--- config.mk ---
export PLATFORM = sky130hd
export DESIGN_NAME = packet_framer_crc32
export DESIGN_NICKNAME = d
export VERILOG_FILES = /design/src/pfc_pkg.sv /design/src/pfc_front.sv /design/src/pfc_fifo.sv /design/src/pfc_back.sv /design/src/packet_framer_crc32.sv
export SDC_FILE = /design/constraint.sdc
export NUM_CORES = 1
export LEC_CHECK = 0
export BUFFER_PORTS_ARGS = -buffer_cell sky130_fd_sc_hd__buf_2
export CAP_MARGIN = 5
export CORE_MARGIN = 4
export CORE_UTILIZATION = 40
export CTS_CLUSTER_SIZE = 12
export DETAILED_ROUTE_END_ITERATION = 12
export PLACE_DENSITY_LB_ADDON = 0.15
export SYNTH_ARGS = -nofsm -noshare
export SYNTH_HDL_FRONTEND = slang
export SYNTH_SLANG_ARGS = --single-unit
--- constraint.sdc ---
create_clock -name clk -period 5.43 [get_ports clk]
set_clock_uncertainty 0.1 [all_clocks]
set_input_delay 0.8145 -clock clk [delete_from_list [all_inputs] [get_ports clk]]
set_output_delay 0.8145 -clock clk [all_outputs]
set_load 0.005 [all_outputs]
--- src/pfc_pkg.sv ---
package pfc_pkg;

  localparam int unsigned HdrBytes  = 9;
  localparam int unsigned CrcBytes  = 4;
  localparam int unsigned FifoDepth = 4;
  localparam int unsigned FifoAw    = $clog2(FifoDepth);

  localparam logic [31:0] CRC_INIT = 32'hFFFF_FFFF;
  localparam logic [31:0] CRC_POLY = 32'hEDB8_8320;

  localparam logic [7:0] TYPE_DATA = 8'd1;
  localparam logic [7:0] TYPE_ACK  = 8'd2;
  localparam logic [7:0] DATA_NTX  = 8'd1;

  // Configuration register indexes
  localparam logic [2:0] REG_DEST_ADDRESS    = 3'd0;
  localparam logic [2:0] REG_OWN_ADDRESS     = 3'd1;
  localparam logic [2:0] REG_RESERVED_ONE    = 3'd2;
  localparam logic [2:0] REG_RESERVED_TWO    = 3'd3;
  localparam logic [2:0] REG_MODULATION_CODE = 3'd4;

  // Header byte positions
  localparam logic [3:0] HB_TYPE  = 4'd0;
  localparam logic [3:0] HB_INDEX = 4'd1;
  localparam logic [3:0] HB_DEST  = 4'd2;
  localparam logic [3:0] HB_SRC   = 4'd3;
  localparam logic [3:0] HB_NTX   = 4'd4;
  localparam logic [3:0] HB_RES1  = 4'd5;
  localparam logic [3:0] HB_RES2  = 4'd6;
  localparam logic [3:0] HB_LEN   = 4'd7;
  localparam logic [3:0] HB_MOD   = 4'd8;

  localparam logic [3:0] HDR_LAST = 4'(HdrBytes - 1);
  localparam logic [3:0] CRC_LAST = 4'(CrcBytes - 1);

  typedef struct packed {
    logic [7:0] dest_address;
    logic [7:0] own_address;
    logic [7:0] reserved_one;
    logic [7:0] reserved_two;
    logic [7:0] modulation_code;
  } cfg_t;

  // One job for the back end: which sections to emit and the header fields
  typedef struct packed {
    logic       is_ack;
    logic       has_hdr;
    logic       has_data;
    logic       has_crc;
    logic [7:0] data_byte;
    logic [7:0] frm_idx;
    logic [7:0] peer_address;
    logic [7:0] tx_count;
    logic [7:0] pay_len;
  } cmd_t;

  typedef enum logic [1:0] {
    ST_START,
    ST_HDR,
    ST_DATA,
    ST_CRC
  } phase_t;

  // Reflected CRC-32, one byte
  function automatic logic [31:0] crc_byte(input logic [31:0] crc, input logic [7:0] b);
    logic [31:0] c;
    c = crc ^ {24'd0, b};
    for (int k = 0; k < 8; k++) begin
      c = c[0] ? ((c >> 1) ^ CRC_POLY) : (c >> 1);
    end
    return c;
  endfunction

endpackage

--- src/pfc_front.sv ---
module pfc_front import pfc_pkg::*; (
  input  logic       clk,
  input  logic       rst_n,
  input  logic       in_valid,
  output logic       in_ready,
  input  logic       in_kind,
  input  logic       in_first,
  input  logic       in_last,
  input  logic [7:0] in_data_byte,
  input  logic [7:0] in_frm_idx,
  input  logic [7:0] in_peer_address,
  input  logic [7:0] in_tx_count,
  input  logic [7:0] in_pay_len,
  output logic       push,
  output cmd_t       push_cmd,
  input  logic       fifo_full
);

  logic in_frame_r, in_frame_nxt;
  logic accept;
  logic drop;

  assign in_ready = !fifo_full;
  assign accept   = in_valid && in_ready;

  // A payload word outside an open frame gives nothing
  assign drop = !in_kind && !in_first && !in_frame_r;
  assign push = accept && !drop;

  // Classify the word into a job
  always_comb begin
    push_cmd.is_ack       = in_kind;
    push_cmd.has_hdr      = in_kind || in_first;
    push_cmd.has_data     = !in_kind;
    push_cmd.has_crc      = in_kind || in_last;
    push_cmd.data_byte    = in_data_byte;
    push_cmd.frm_idx      = in_frm_idx;
    push_cmd.peer_address = in_peer_address;
    push_cmd.tx_count     = in_tx_count;
    push_cmd.pay_len      = in_pay_len;
  end

  // Frame-open tracking
  always_comb begin
    in_frame_nxt = in_frame_r;
    if (accept) begin
      if (in_kind) begin
        in_frame_nxt = 1'b0;
      end else if (in_first || in_frame_r) begin
        in_frame_nxt = !in_last;
      end
    end
  end

  always_ff @(posedge clk) begin
    if (!rst_n) begin
      in_frame_r <= 1'b0;
    end else begin
      in_frame_r <= in_frame_nxt;
    end
  end

endmodule

--- src/pfc_fifo.sv ---
module pfc_fifo import pfc_pkg::*; (
  input  logic clk,
  input  logic rst_n,
  input  logic push,
  input  cmd_t push_cmd,
  output logic full,
  input  logic pop,
  output logic head_valid,
  output cmd_t head_cmd
);

  cmd_t              mem_r [FifoDepth];
  logic [FifoAw-1:0] wr_ptr_r, wr_ptr_nxt;
  logic [FifoAw-1:0] rd_ptr_r, rd_ptr_nxt;
  logic [FifoAw:0]   count_r, count_nxt;
  logic              do_pop;

  assign full       = (count_r == (FifoAw+1)'(FifoDepth));
  assign head_valid = (count_r != '0);
  assign head_cmd   = mem_r[rd_ptr_r];
  assign do_pop     = pop && head_valid;

  // Pointer and fill count update
  always_comb begin
    wr_ptr_nxt = push ? wr_ptr_r + 1'b1 : wr_ptr_r;
    rd_ptr_nxt = do_pop ? rd_ptr_r + 1'b1 : rd_ptr_r;
    count_nxt  = count_r;
    if (push && !do_pop) begin
      count_nxt = count_r + 1'b1;
    end else if (!push && do_pop) begin
      count_nxt = count_r - 1'b1;
    end
  end

  always_ff @(posedge clk) begin
    if (!rst_n) begin
      wr_ptr_r <= '0;
      rd_ptr_r <= '0;
      count_r  <= '0;
    end else begin
      wr_ptr_r <= wr_ptr_nxt;
      rd_ptr_r <= rd_ptr_nxt;
      count_r  <= count_nxt;
    end
  end

  // Storage
  always_ff @(posedge clk) begin
    if (push) begin
      mem_r[wr_ptr_r] <= push_cmd;
    end
  end

endmodule

--- src/pfc_back.sv ---
module pfc_back import pfc_pkg::*; (
  input  logic       clk,
  input  logic       rst_n,
  input  cfg_t       cfg,
  input  logic       head_valid,
  input  cmd_t       head_cmd,
  output logic       pop,
  output logic       out_valid,
  input  logic       out_ready,
  output logic [7:0] out_byte,
  output logic       out_end_of_frame,
  output logic       out_run_last
);

  phase_t      state_r, state_nxt;
  phase_t      phase;
  logic [3:0]  idx_r, idx_nxt;
  logic [31:0] crc_r, crc_nxt;
  logic        advance;
  logic        byte_last;
  logic        byte_eof;
  logic [7:0]  byte_val;
  logic [7:0]  hdr_byte;
  logic [31:0] crc_out;
  logic [31:0] crc_base;

  logic       out_valid_r;
  logic [7:0] out_byte_r;
  logic       out_eof_r;
  logic       out_last_r;

  assign advance = head_valid && (!out_valid_r || out_ready);
  assign pop     = advance && byte_last;

  // Effective phase: a fresh job starts at its first section
  always_comb begin
    phase = state_r;
    if (state_r == ST_START) begin
      if (head_cmd.has_hdr) begin
        phase = ST_HDR;
      end else if (head_cmd.has_data) begin
        phase = ST_DATA;
      end else begin
        phase = ST_CRC;
      end
    end
  end

  // Header byte select
  always_comb begin
    case (idx_r)
      HB_TYPE:  hdr_byte = head_cmd.is_ack ? TYPE_ACK : TYPE_DATA;
      HB_INDEX: hdr_byte = head_cmd.frm_idx;
      HB_DEST:  hdr_byte = head_cmd.is_ack ? head_cmd.peer_address : cfg.dest_address;
      HB_SRC:   hdr_byte = cfg.own_address;
      HB_NTX:   hdr_byte = head_cmd.is_ack ? head_cmd.tx_count : DATA_NTX;
      HB_RES1:  hdr_byte = cfg.reserved_one;
      HB_RES2:  hdr_byte = cfg.reserved_two;
      HB_LEN:   hdr_byte = head_cmd.is_ack ? 8'd0 : head_cmd.pay_len;
      HB_MOD:   hdr_byte = cfg.modulation_code;
      default:  hdr_byte = 8'd0;
    endcase
  end

  assign crc_out = ~crc_r;

  // Output byte, flags and CRC update
  always_comb begin
    byte_val  = 8'd0;
    byte_last = 1'b0;
    byte_eof  = 1'b0;
    crc_base  = crc_r;
    crc_nxt   = crc_r;
    case (phase)
      ST_HDR: begin
        byte_val  = hdr_byte;
        byte_last = (idx_r == HDR_LAST) && !head_cmd.has_data && !head_cmd.has_crc;
        crc_base  = (idx_r == HB_TYPE) ? CRC_INIT : crc_r;
        crc_nxt   = crc_byte(crc_base, hdr_byte);
      end
      ST_DATA: begin
        byte_val  = head_cmd.data_byte;
        byte_last = !head_cmd.has_crc;
        crc_nxt   = crc_byte(crc_r, head_cmd.data_byte);
      end
      ST_CRC: begin
        byte_val  = crc_out[{idx_r[1:0], 3'b000} +: 8];
        byte_last = (idx_r == CRC_LAST);
        byte_eof  = (idx_r == CRC_LAST);
        if (idx_r == CRC_LAST) begin
          crc_nxt = CRC_INIT;
        end
      end
      default: begin
        byte_val = 8'd0;
      end
    endcase
  end

  // Next state
  always_comb begin
    state_nxt = state_r;
    idx_nxt   = idx_r;
    if (advance) begin
      case (phase)
        ST_HDR: begin
          if (idx_r != HDR_LAST) begin
            state_nxt = ST_HDR;
            idx_nxt   = idx_r + 4'd1;
          end else begin
            idx_nxt = 4'd0;
            if (head_cmd.has_data) begin
              state_nxt = ST_DATA;
            end else if (head_cmd.has_crc) begin
              state_nxt = ST_CRC;
            end else begin
              state_nxt = ST_START;
            end
          end
        end
        ST_DATA: begin
          idx_nxt   = 4'd0;
          state_nxt = head_cmd.has_crc ? ST_CRC : ST_START;
        end
        ST_CRC: begin
          if (idx_r != CRC_LAST) begin
            state_nxt = ST_CRC;
            idx_nxt   = idx_r + 4'd1;
          end else begin
            state_nxt = ST_START;
            idx_nxt   = 4'd0;
          end
        end
        default: begin
          state_nxt = ST_START;
          idx_nxt   = 4'd0;
        end
      endcase
    end
  end

  always_ff @(posedge clk) begin
    if (!rst_n) begin
      state_r <= ST_START;
      idx_r   <= 4'd0;
      crc_r   <= CRC_INIT;
    end else begin
      state_r <= state_nxt;
      idx_r   <= idx_nxt;
      if (advance) begin
        crc_r <= crc_nxt;
      end
    end
  end

  // Output register
  always_ff @(posedge clk) begin
    if (!rst_n) begin
      out_valid_r <= 1'b0;
    end else if (advance) begin
      out_valid_r <= 1'b1;
    end else if (out_ready) begin
      out_valid_r <= 1'b0;
    end
  end

  always_ff @(posedge clk) begin
    if (advance) begin
      out_byte_r <= byte_val;
      out_eof_r  <= byte_eof;
      out_last_r <= byte_last;
    end
  end

  assign out_valid        = out_valid_r;
  assign out_byte         = out_byte_r;
  assign out_end_of_frame = out_eof_r;
  assign out_run_last     = out_last_r;

endmodule

--- src/packet_framer_crc32.sv ---
// Packet framer with CRC-32.
// Input channel (in_valid/in_ready): one word per cycle while the queue is
// not full, either a payload byte of a data frame (with first/last markers)
// or an ack request. The first payload byte is preceded by a 9-byte header;
// the last is followed by the CRC-32 of header and payload, low byte first.
// An ack request yields a 9-byte header and its CRC (13 bytes). Payload
// words outside an open frame are dropped.
// Output channel (out_valid/out_ready): one frame byte per cycle while
// out_ready is high and jobs are queued, with end-of-frame on the final CRC
// byte and run_last on the final byte caused by an input word.
// Throughput: one output byte per cycle while out_ready is high. A payload
// word in mid-frame yields one byte (plus the CRC if last), a first word 10
// bytes, a first+last word 14 and an ack 13, set by the byte sequencer in
// the back end. An accepted word is written into the job queue, and its
// first byte then into the output register. A 4-deep job queue decouples the
// input side, so input keeps flowing while the output stalls until it fills.
// Reset clears the queue, open-frame flag, CRC, config registers and out_valid.
// Configuration (cfg_valid/cfg_ready) is always ready; write only while idle.
module packet_framer_crc32 import pfc_pkg::*; (
  input  logic       clk,
  input  logic       rst_n,
  input  logic       cfg_valid,
  output logic       cfg_ready,
  input  logic [2:0] cfg_index,
  input  logic [7:0] cfg_data,
  input  logic       in_valid,
  output logic       in_ready,
  input  logic       in_kind,
  input  logic       in_first,
  input  logic       in_last,
  input  logic [7:0] in_data_byte,
  input  logic [7:0] in_frm_idx,
  input  logic [7:0] in_peer_address,
  input  logic [7:0] in_tx_count,
  input  logic [7:0] in_pay_len,
  output logic       out_valid,
  input  logic       out_ready,
  output logic [7:0] out_byte,
  output logic       out_end_of_frame,
  output logic       out_run_last
);

  cfg_t cfg_r;
  logic push;
  cmd_t push_cmd;
  logic fifo_full;
  logic pop;
  logic head_valid;
  cmd_t head_cmd;

  assign cfg_ready = 1'b1;

  // Configuration registers
  always_ff @(posedge clk) begin
    if (!rst_n) begin
      cfg_r <= '0;
    end else if (cfg_valid) begin
      case (cfg_index)
        REG_DEST_ADDRESS:    cfg_r.dest_address    <= cfg_data;
        REG_OWN_ADDRESS:     cfg_r.own_address     <= cfg_data;
        REG_RESERVED_ONE:    cfg_r.reserved_one    <= cfg_data;
        REG_RESERVED_TWO:    cfg_r.reserved_two    <= cfg_data;
        REG_MODULATION_CODE: cfg_r.modulation_code <= cfg_data;
        default: ;
      endcase
    end
  end

  pfc_front u_front (
    .clk             (clk),
    .rst_n           (rst_n),
    .in_valid        (in_valid),
    .in_ready        (in_ready),
    .in_kind         (in_kind),
    .in_first        (in_first),
    .in_last         (in_last),
    .in_data_byte    (in_data_byte),
    .in_frm_idx      (in_frm_idx),
    .in_peer_address (in_peer_address),
    .in_tx_count     (in_tx_count),
    .in_pay_len      (in_pay_len),
    .push            (push),
    .push_cmd        (push_cmd),
    .fifo_full       (fifo_full)
  );

  pfc_fifo u_fifo (
    .clk        (clk),
    .rst_n      (rst_n),
    .push       (push),
    .push_cmd   (push_cmd),
    .full       (fifo_full),
    .pop        (pop),
    .head_valid (head_valid),
    .head_cmd   (head_cmd)
  );

  pfc_back u_back (
    .clk              (clk),
    .rst_n            (rst_n),
    .cfg              (cfg_r),
    .head_valid       (head_valid),
    .head_cmd         (head_cmd),
    .pop              (pop),
    .out_valid        (out_valid),
    .out_ready        (out_ready),
    .out_byte         (out_byte),
    .out_end_of_frame (out_end_of_frame),
    .out_run_last     (out_run_last)
  );

endmodule

==> results of run 1 <==
-- metrics by stage --
stage               instance area (µm²)  hold WS, ns  total power [W]   util  std cells
floorplan                         13500        0.332          0.00634      -       1034
global placement                  14300        0.342          0.00757  0.429       1515
detailed placement                14300        0.347          0.00752  0.429       1515
CTS                               15300        0.347          0.00961  0.458       1570
global route                      15300        0.353           0.0101  0.458       1570
finish                            15300        0.354          0.00955  0.458       1570
-- final cells by class --
cell class	instances	area, µm²	area share
Multi-Input combinational cell	683	5820	0.380
Sequential cell	275	7370	0.481
Clock inverter	13	174	0.0113
Tap cell	448	561	0.0366
Inverter	13	48.8	0.00318
Timing Repair Buffer	96	546	0.0356
Clock buffer	42	806	0.0526
-- worst max-delay path by stage --
| stage | from | end | depth (start not counted) |
|---|---|---|---|
| after floorplan | u_back.idx_r[1]$_SDFFE_PN0P_ | u_back.crc_r[26]$_SDFFE_PN1P_ | 13 |
| after CTS | u_back.idx_r[0]$_SDFFE_PN0P_ | u_back.crc_r[26]$_SDFFE_PN1P_ | 10 |
| final | u_back.idx_r[0]$_SDFFE_PN0P_ | u_back.crc_r[26]$_SDFFE_PN1P_ | 10 |
| after global routing | u_back.idx_r[0]$_SDFFE_PN0P_ | u_back.crc_r[26]$_SDFFE_PN1P_ | 10 |
| after global placement | u_back.idx_r[0]$_SDFFE_PN0P_ | u_back.crc_r[26]$_SDFFE_PN1P_ | 10 |
| after detailed placement | u_back.idx_r[0]$_SDFFE_PN0P_ | u_back.crc_r[26]$_SDFFE_PN1P_ | 10 |
-- state kept, by name, indices dropped and copies added (netlist names), named ones only --
register                 cells
u_front.in_frame_r           1
u_fifo.rd_ptr_r              2
u_fifo.mem_r               176
u_fifo.wr_ptr_r              2
u_back.state_r               2
u_back.out_run_last          1
u_back.out_valid             1
u_fifo.count_r               3
u_back.crc_r                32
u_back.idx_r                 4
cfg_r                       40
u_back.out_byte              8
u_back.out_end_of_frame      1
-- tightest hold or removal path, cell delays in order, from the launching register on --
cell	delay, ns
dfxtp_1	0.30
nand2_1	0.05
a21oi_1	0.05
-- cells in the mapped netlist, types with 15 or more instances --
| library cell | number | share of area |
|---|---|---|
| a21oi_1 | 63 | 0.023 |
| clkbuf_1 | 40 | 0.011 |
| dfxtp_1 | 89 | 0.13 |
| edfxtp_1 | 186 | 0.41 |
| mux2i_1 | 40 | 0.030 |
| mux4_2 | 38 | 0.063 |
| nand2_1 | 97 | 0.027 |
| nor2_1 | 63 | 0.017 |
| o21ai_0 | 31 | 0.011 |
| o221ai_1 | 15 | 0.0097 |
| xnor2_1 | 61 | 0.040 |
| xnor3_1 | 22 | 0.037 |
| xor2_1 | 22 | 0.014 |
-- kinds of logic (layout without fill, tap and decap cells) --
logic type               after synthesis  in the layout  synth area share
AO/OA/AOI/OAI                        218            218             0.111
XOR/XNOR                             125            125             0.120
adder cells (fa/ha/maj)               10             10           0.00981
buffers and inverters                 76            164            0.0261
flip-flops                           275            275             0.545
multiplexers                          88             88             0.101
other                                  1              1          0.000277
AND/OR/NAND/NOR                      241            241            0.0862
-- power by group through the flow --
| stage | logic, W | registers, W | clock network, W |
|---|---|---|---|
| after floorplan | 0.00362 | 0.00272 | 0 |
| after global placement | 0.00478 | 0.00279 | 0 |
| after detailed placement | 0.00473 | 0.00279 | 0 |
| after CTS | 0.00477 | 0.00275 | 0.00209 |
| after global routing | 0.00514 | 0.00277 | 0.00218 |
| final | 0.00476 | 0.00275 | 0.00204 |
-- routing by layer --
layer	share of wire	vias to the layer above
li1	-	4024
met1	0.48	4313
met2	0.45	202
met3	0.050	47
met4	0.018	4
met5	0.00072	-
==> results_dict.tcl, run 1 <==
set metrics [dict create \
    period_share 0.770 \
    use_met1 0.294 \
    final_cell_mix "edfxtp_1, nand2_1, dfxtp_1" \
    die-area_um2 36800 \
    dp_hpwl_um 25100 \
    grt.busiest_layer "met2" \
    clock_path_buffers 3 \
    clkPwrFrac 0.213 \
    synthToLayoutAreaGrowth_pct 13.4 \
    cp_slowest_cell "a311oi_4" \
    hp-class "register to register" \
    powerDensity_nw_per_um2 623 \
    yosys_warnings 0 \
    leakagePower_nw 5.35 \
    htreeDepth 1 \
    holdPathEnd "cfg_r[12]$_SDFFE_PN0P_" \
    pre_cts_ws_ns 1.28 \
    finalSetupViolCount 0 \
    grt_max_degree 60 \
    layout_commonest_cell "edfxtp_1" \
    cts_tree "yes" \
    netlist_area_um2 13500 \
    drtIter0Drc 723 \
    r2r-end "u_back.crc_r[26]$_SDFFE_PN1P_" \
    outcome "finished clean" \
    clock_latency_ns 0.57 \
    max_stage_delay_ns 0.65 \
    report.final.slew_viol_count 0 \
    fin_ws_ns 1.25 \
    min_from "cfg_r[12]$_SDFFE_PN0P_" \
    post_cts_buffers 0 \
    ios 72 \
    cts_root_buffer "clkbuf_16" \
    synthArstFlopShare 0 \
    fmax_mhz 239 \
    combinationalPowerShare 0.499 \
    antennaDiodeCount 0 \
    fp.dieW_um 192 \
    routabilityCongestion 0.864 \
    rows 67 \
    numPortBuffers 70 \
    grt_overflow 0 \
    vdd_drop_max_mv 0.317 \
    hold_buffers 0 \
    period_needed_ns 4.18 \
    critPathCaptureType "register" \
    drt_first_pass_iters 7 \
    worst_setup_path_start_kind "register" \
    synth-edff-count 186 \
    route.vias.total 8590 \
    final.setup.tns_ns 0 \
    hold_viol 0 \
    cp_max_fo 14 \
    ys_seq_area_frac 0.545 \
    drc 0 \
    grtUsageMet2 0.306 \
    grt_pass1_vias 8565 \
    critPathBufInv 1 \
    via_per_inst 5.47 \
    p_sw_frac 0.363 \
    synth_fp_nets 1103 \
    clkSinkCount 275 \
    cp_top_family "compound AO/OA/AOI/OAI gates" \
    rsz0062_at_grt "false" \
    critical_path_arrival_ns 4.56 \
    fp.coreArea_um2 33400 \
    drive_above_1_share 0.201 \
    cts_made_buffers 30 \
    slew_headroom 0.353 \
    net-switching-power_w 0.00347 \
    start_util 0.404 \
    required_ns 5.81 \
    syn_avg_cell_area_um2 13.1 \
    syn_inst 1034 \
    antenna_found_initial 3 \
    drv_cap 0 \
    grt_use_total 0.198 \
    reg2regPathDepth 10 \
    crit_chain "buf_4, ha_1, nor2b_1, a2111oi_4, o21a_1, a311oi_4, xnor3_1, xnor3_2, xor3_1, o211ai_1" \
    wl_per_cell_um 22.9 \
    grt_pass1_wl_um 55500 \
    whs_path_depth 2 \
    synth_cell_types 78 \
    grt_use_met3 0.0351 \
    ff2ff_setup_slack_ns 1.25 \
    wl_um 36000 \
    ant_nets 0 \
    die_h_um 192 \
    synth_seq_cells 275 \
    synth-main-ff-cell "edfxtp_1" \
    p_int_w 0.00608 \
    fillers 3049 \
    p_seq_frac 0.288 \
    tightest_slew_ns 0.969 \
    rr_startpoint "u_back.idx_r[0]$_SDFFE_PN0P_" \
    cts_resized 0 \
    nNetsFinal 1168 \
    clkTransAtPathRegs_ns 0.07 \
    path_class "register to register" \
]
No activity file was read; power rests on OpenSTA's default activity.
==> run 2, diff against run 1 <==
- ABC_AREA: default -> 1
- clock period: 5.43 -> 4 ns (I/O delays scaled with it)
==> results_dict.tcl, run 2 <==
set metrics [dict create \
    outcome "finished clean" \
    grt_overflow 0 \
    clkTransAtPathRegs_ns 0.06 \
    critical_path_arrival_ns 3.72 \
    powerDensity_nw_per_um2 810 \
    drc 0 \
    synth_seq_cells 275 \
    finalSetupViolCount 0 \
    post_dp_cell_area_um2 15600 \
    cts_tree "yes" \
    wl_um 44600 \
    drt_first_pass_iters 6 \
    rows 69 \
    period_share 0.840 \
    max_stage_delay_ns 0.46 \
    netlist_area_um2 14700 \
    grt_pass1_wl_um 68500 \
    via_per_inst 5.23 \
    ff2ff_setup_slack_ns 0.64 \
    die-area_um2 39900 \
    clock_latency_ns 0.58 \
    fmax_mhz 298 \
    hold_buffers 0 \
    start_util 0.409 \
    drtIter0Drc 960 \
    nNetsFinal 1905 \
    drv_cap 0 \
    synthTopCellsByCount "nand2_1, edfxtp_1, nor2_1" \
    syn_inst 1762 \
    synth_fp_nets 1831 \
    post_cts_buffers 0 \
    hp-class "primary input to register" \
    cp_slowest_cell "inv_4" \
    required_ns 4.36 \
    crit_chain "inv_4, o21ai_0, o22a_1, o21ai_2, nor2_4, inv_2, o211ai_1, nand2_1, ha_1, inv_1, fa_1, a21oi_1, o21ai_0, o21ai_0, a21oi_1" \
    fp.dieW_um 200 \
    tightest_slew_ns 0.736 \
    numPortBuffers 70 \
    crit_top_cell "o21ai_0" \
    synthArstFlopShare 0 \
    final.setup.tns_ns 0 \
    rsz0062_at_grt "false" \
    path_class "register to register" \
    slew_headroom 0.509 \
    cts_made_buffers 31 \
    yosys_warnings 0 \
    synthTopCellsByArea "edfxtp_1, nand2_1, dfxtp_1" \
    grt_pass1_vias 11300 \
    ys_seq_area_frac 0.501 \
    cts_resized 0 \
    cts_root_buffer "clkbuf_16" \
    top_register "u_fifo.mem_r" \
    post-route-cell-area_um2 16600 \
    drive_above_1_share 0.131 \
    leakagePower_nw 7.01 \
    synthToLayoutAreaGrowth_pct 12.9 \
    grt_use_total 0.223 \
    period_needed_ns 3.36 \
    routabilityCongestion 0.960 \
    synth.largest_area_cell "edfxtp_1" \
    fp.coreArea_um2 35900 \
    vdd_drop_max_mv 0.662 \
    critPathCaptureType "register" \
    synthMostInstantiatedCell "nand2_1" \
    syn_avg_cell_area_um2 8.35 \
    power.total_w 0.0135 \
    htreeDepth 1 \
    final_cell_mix "nand2_1, edfxtp_1, nor2_1" \
    fillers 3541 \
    grt_max_degree 58 \
    antennaDiodeCount 0 \
    worst_setup_path_start_kind "register" \
    report.final.slew_viol_count 0 \
    clkSinkCount 275 \
    ant_nets 0 \
    antenna_found_initial 0 \
    synth-main-ff-cell "edfxtp_1" \
    die_h_um 200 \
    synth_cell_types 54 \
    clock_path_buffers 3 \
    yosysTopAreaCellShare 0.380 \
    largest_reg_flops 176 \
    wl_per_cell_um 19.2 \
    route.vias.total 12100 \
    layout_commonest_cell "nand2_1" \
    synth-edff-count 186 \
    ios 72 \
    cp_max_fo 46 \
    dp_hpwl_um 31600 \
    hold_viol 0 \
    top_regs "u_fifo.mem_r: 176 flops, cfg_r: 40 flops, u_back.crc_r: 32 flops" \
]
[run 2: changes by cell type in the layout (fill, tap and decap cells not counted), sizes merged, moves of 27 or more]
cell	delta
xnor2	-51
o21ai	+97
nor2	+133
mux2i	-40
nand3	+135
nand2	+431
nand4	+27
mux4	-38
inv	+157
xor2	+34
[run 2: worst paths after layout]
kind                            cells after the start                        endpoint             startpoint
worst max-delay path                               15  u_fifo.count_r[2]$_SDFFE_PN0P_               register
worst min-delay path                                1   u_fifo.mem_r[0][28]$_DFFE_PP_          in_frm_idx[4]
worst min register to register                      2           cfg_r[8]$_SDFFE_PN0P_  cfg_r[8]$_SDFFE_PN0P_
worst max register to register                     15  u_fifo.count_r[2]$_SDFFE_PN0P_               register
[run 2: critical path: cells and delay by family (launching register included)]
| kind | cells | cell delay, ns |
|---|---|---|
| AO/OA/AOI/OAI | 8 | 1.28 |
| buffers and inverters | 3 | 0.69 |
| adder cells (fa/ha/maj) | 2 | 0.52 |
| flip-flops | 1 | 0.41 |
| AND/OR/NAND/NOR | 2 | 0.21 |
[run 2: per-stage QoR]
step,setup slack (ns),hold WS [ns],std cells,util
2_1_floorplan,0.626,0.324,1762,-
3_3_place_gp,0.624,0.341,2264,0.434
3_5_place_dp,0.608,0.340,2264,0.434
4_1_cts,0.605,0.113,2321,0.462
5_1_grt,0.271,0.124,2321,0.462
6_report,0.640,0.139,2321,0.462
[run 2: kinds of logic (layout without fill, tap and decap cells)]
| family | after synthesis | in the layout | synth area share |
|---|---|---|---|
| simple gates | 906 | 906 | 0.261 |
| flops | 275 | 275 | 0.501 |
| compound gates | 255 | 255 | 0.0935 |
| buf+inv | 237 | 335 | 0.0716 |
| xor+xnor | 78 | 78 | 0.0640 |
| fa+ha+maj | 10 | 10 | 0.00902 |
| other cells | 1 | 1 | 0.000255 |
[run 2: per-layer routing]
layer  up-vias  track usage  share of wire
li1       5963            -              -
met1      5695        0.329           0.46
met2       416        0.356           0.45
met3        60       0.0279          0.067
met4         0       0.0445          0.022
met5         -            0              0
[run 2: cell type report]
class,instances,area (µm²),share of cell area
flip-flops and latches,275,7370,0.444
inverters,170,648,0.0390
clock inverters,12,143,0.00859
well taps,461,577,0.0347
repair buffers,108,661,0.0398
clock buffers,45,887,0.0534
multi-input cells,1250,6320,0.381
[run 2: power by group]
group	leakage (nW)	switching, W	internal [W]
Clock	0.513	0.00112	0.00172
Combinational	4.07	0.00463	0.00220
Sequential	2.43	0.000285	0.00349
Total	7.01	0.00604	0.00742
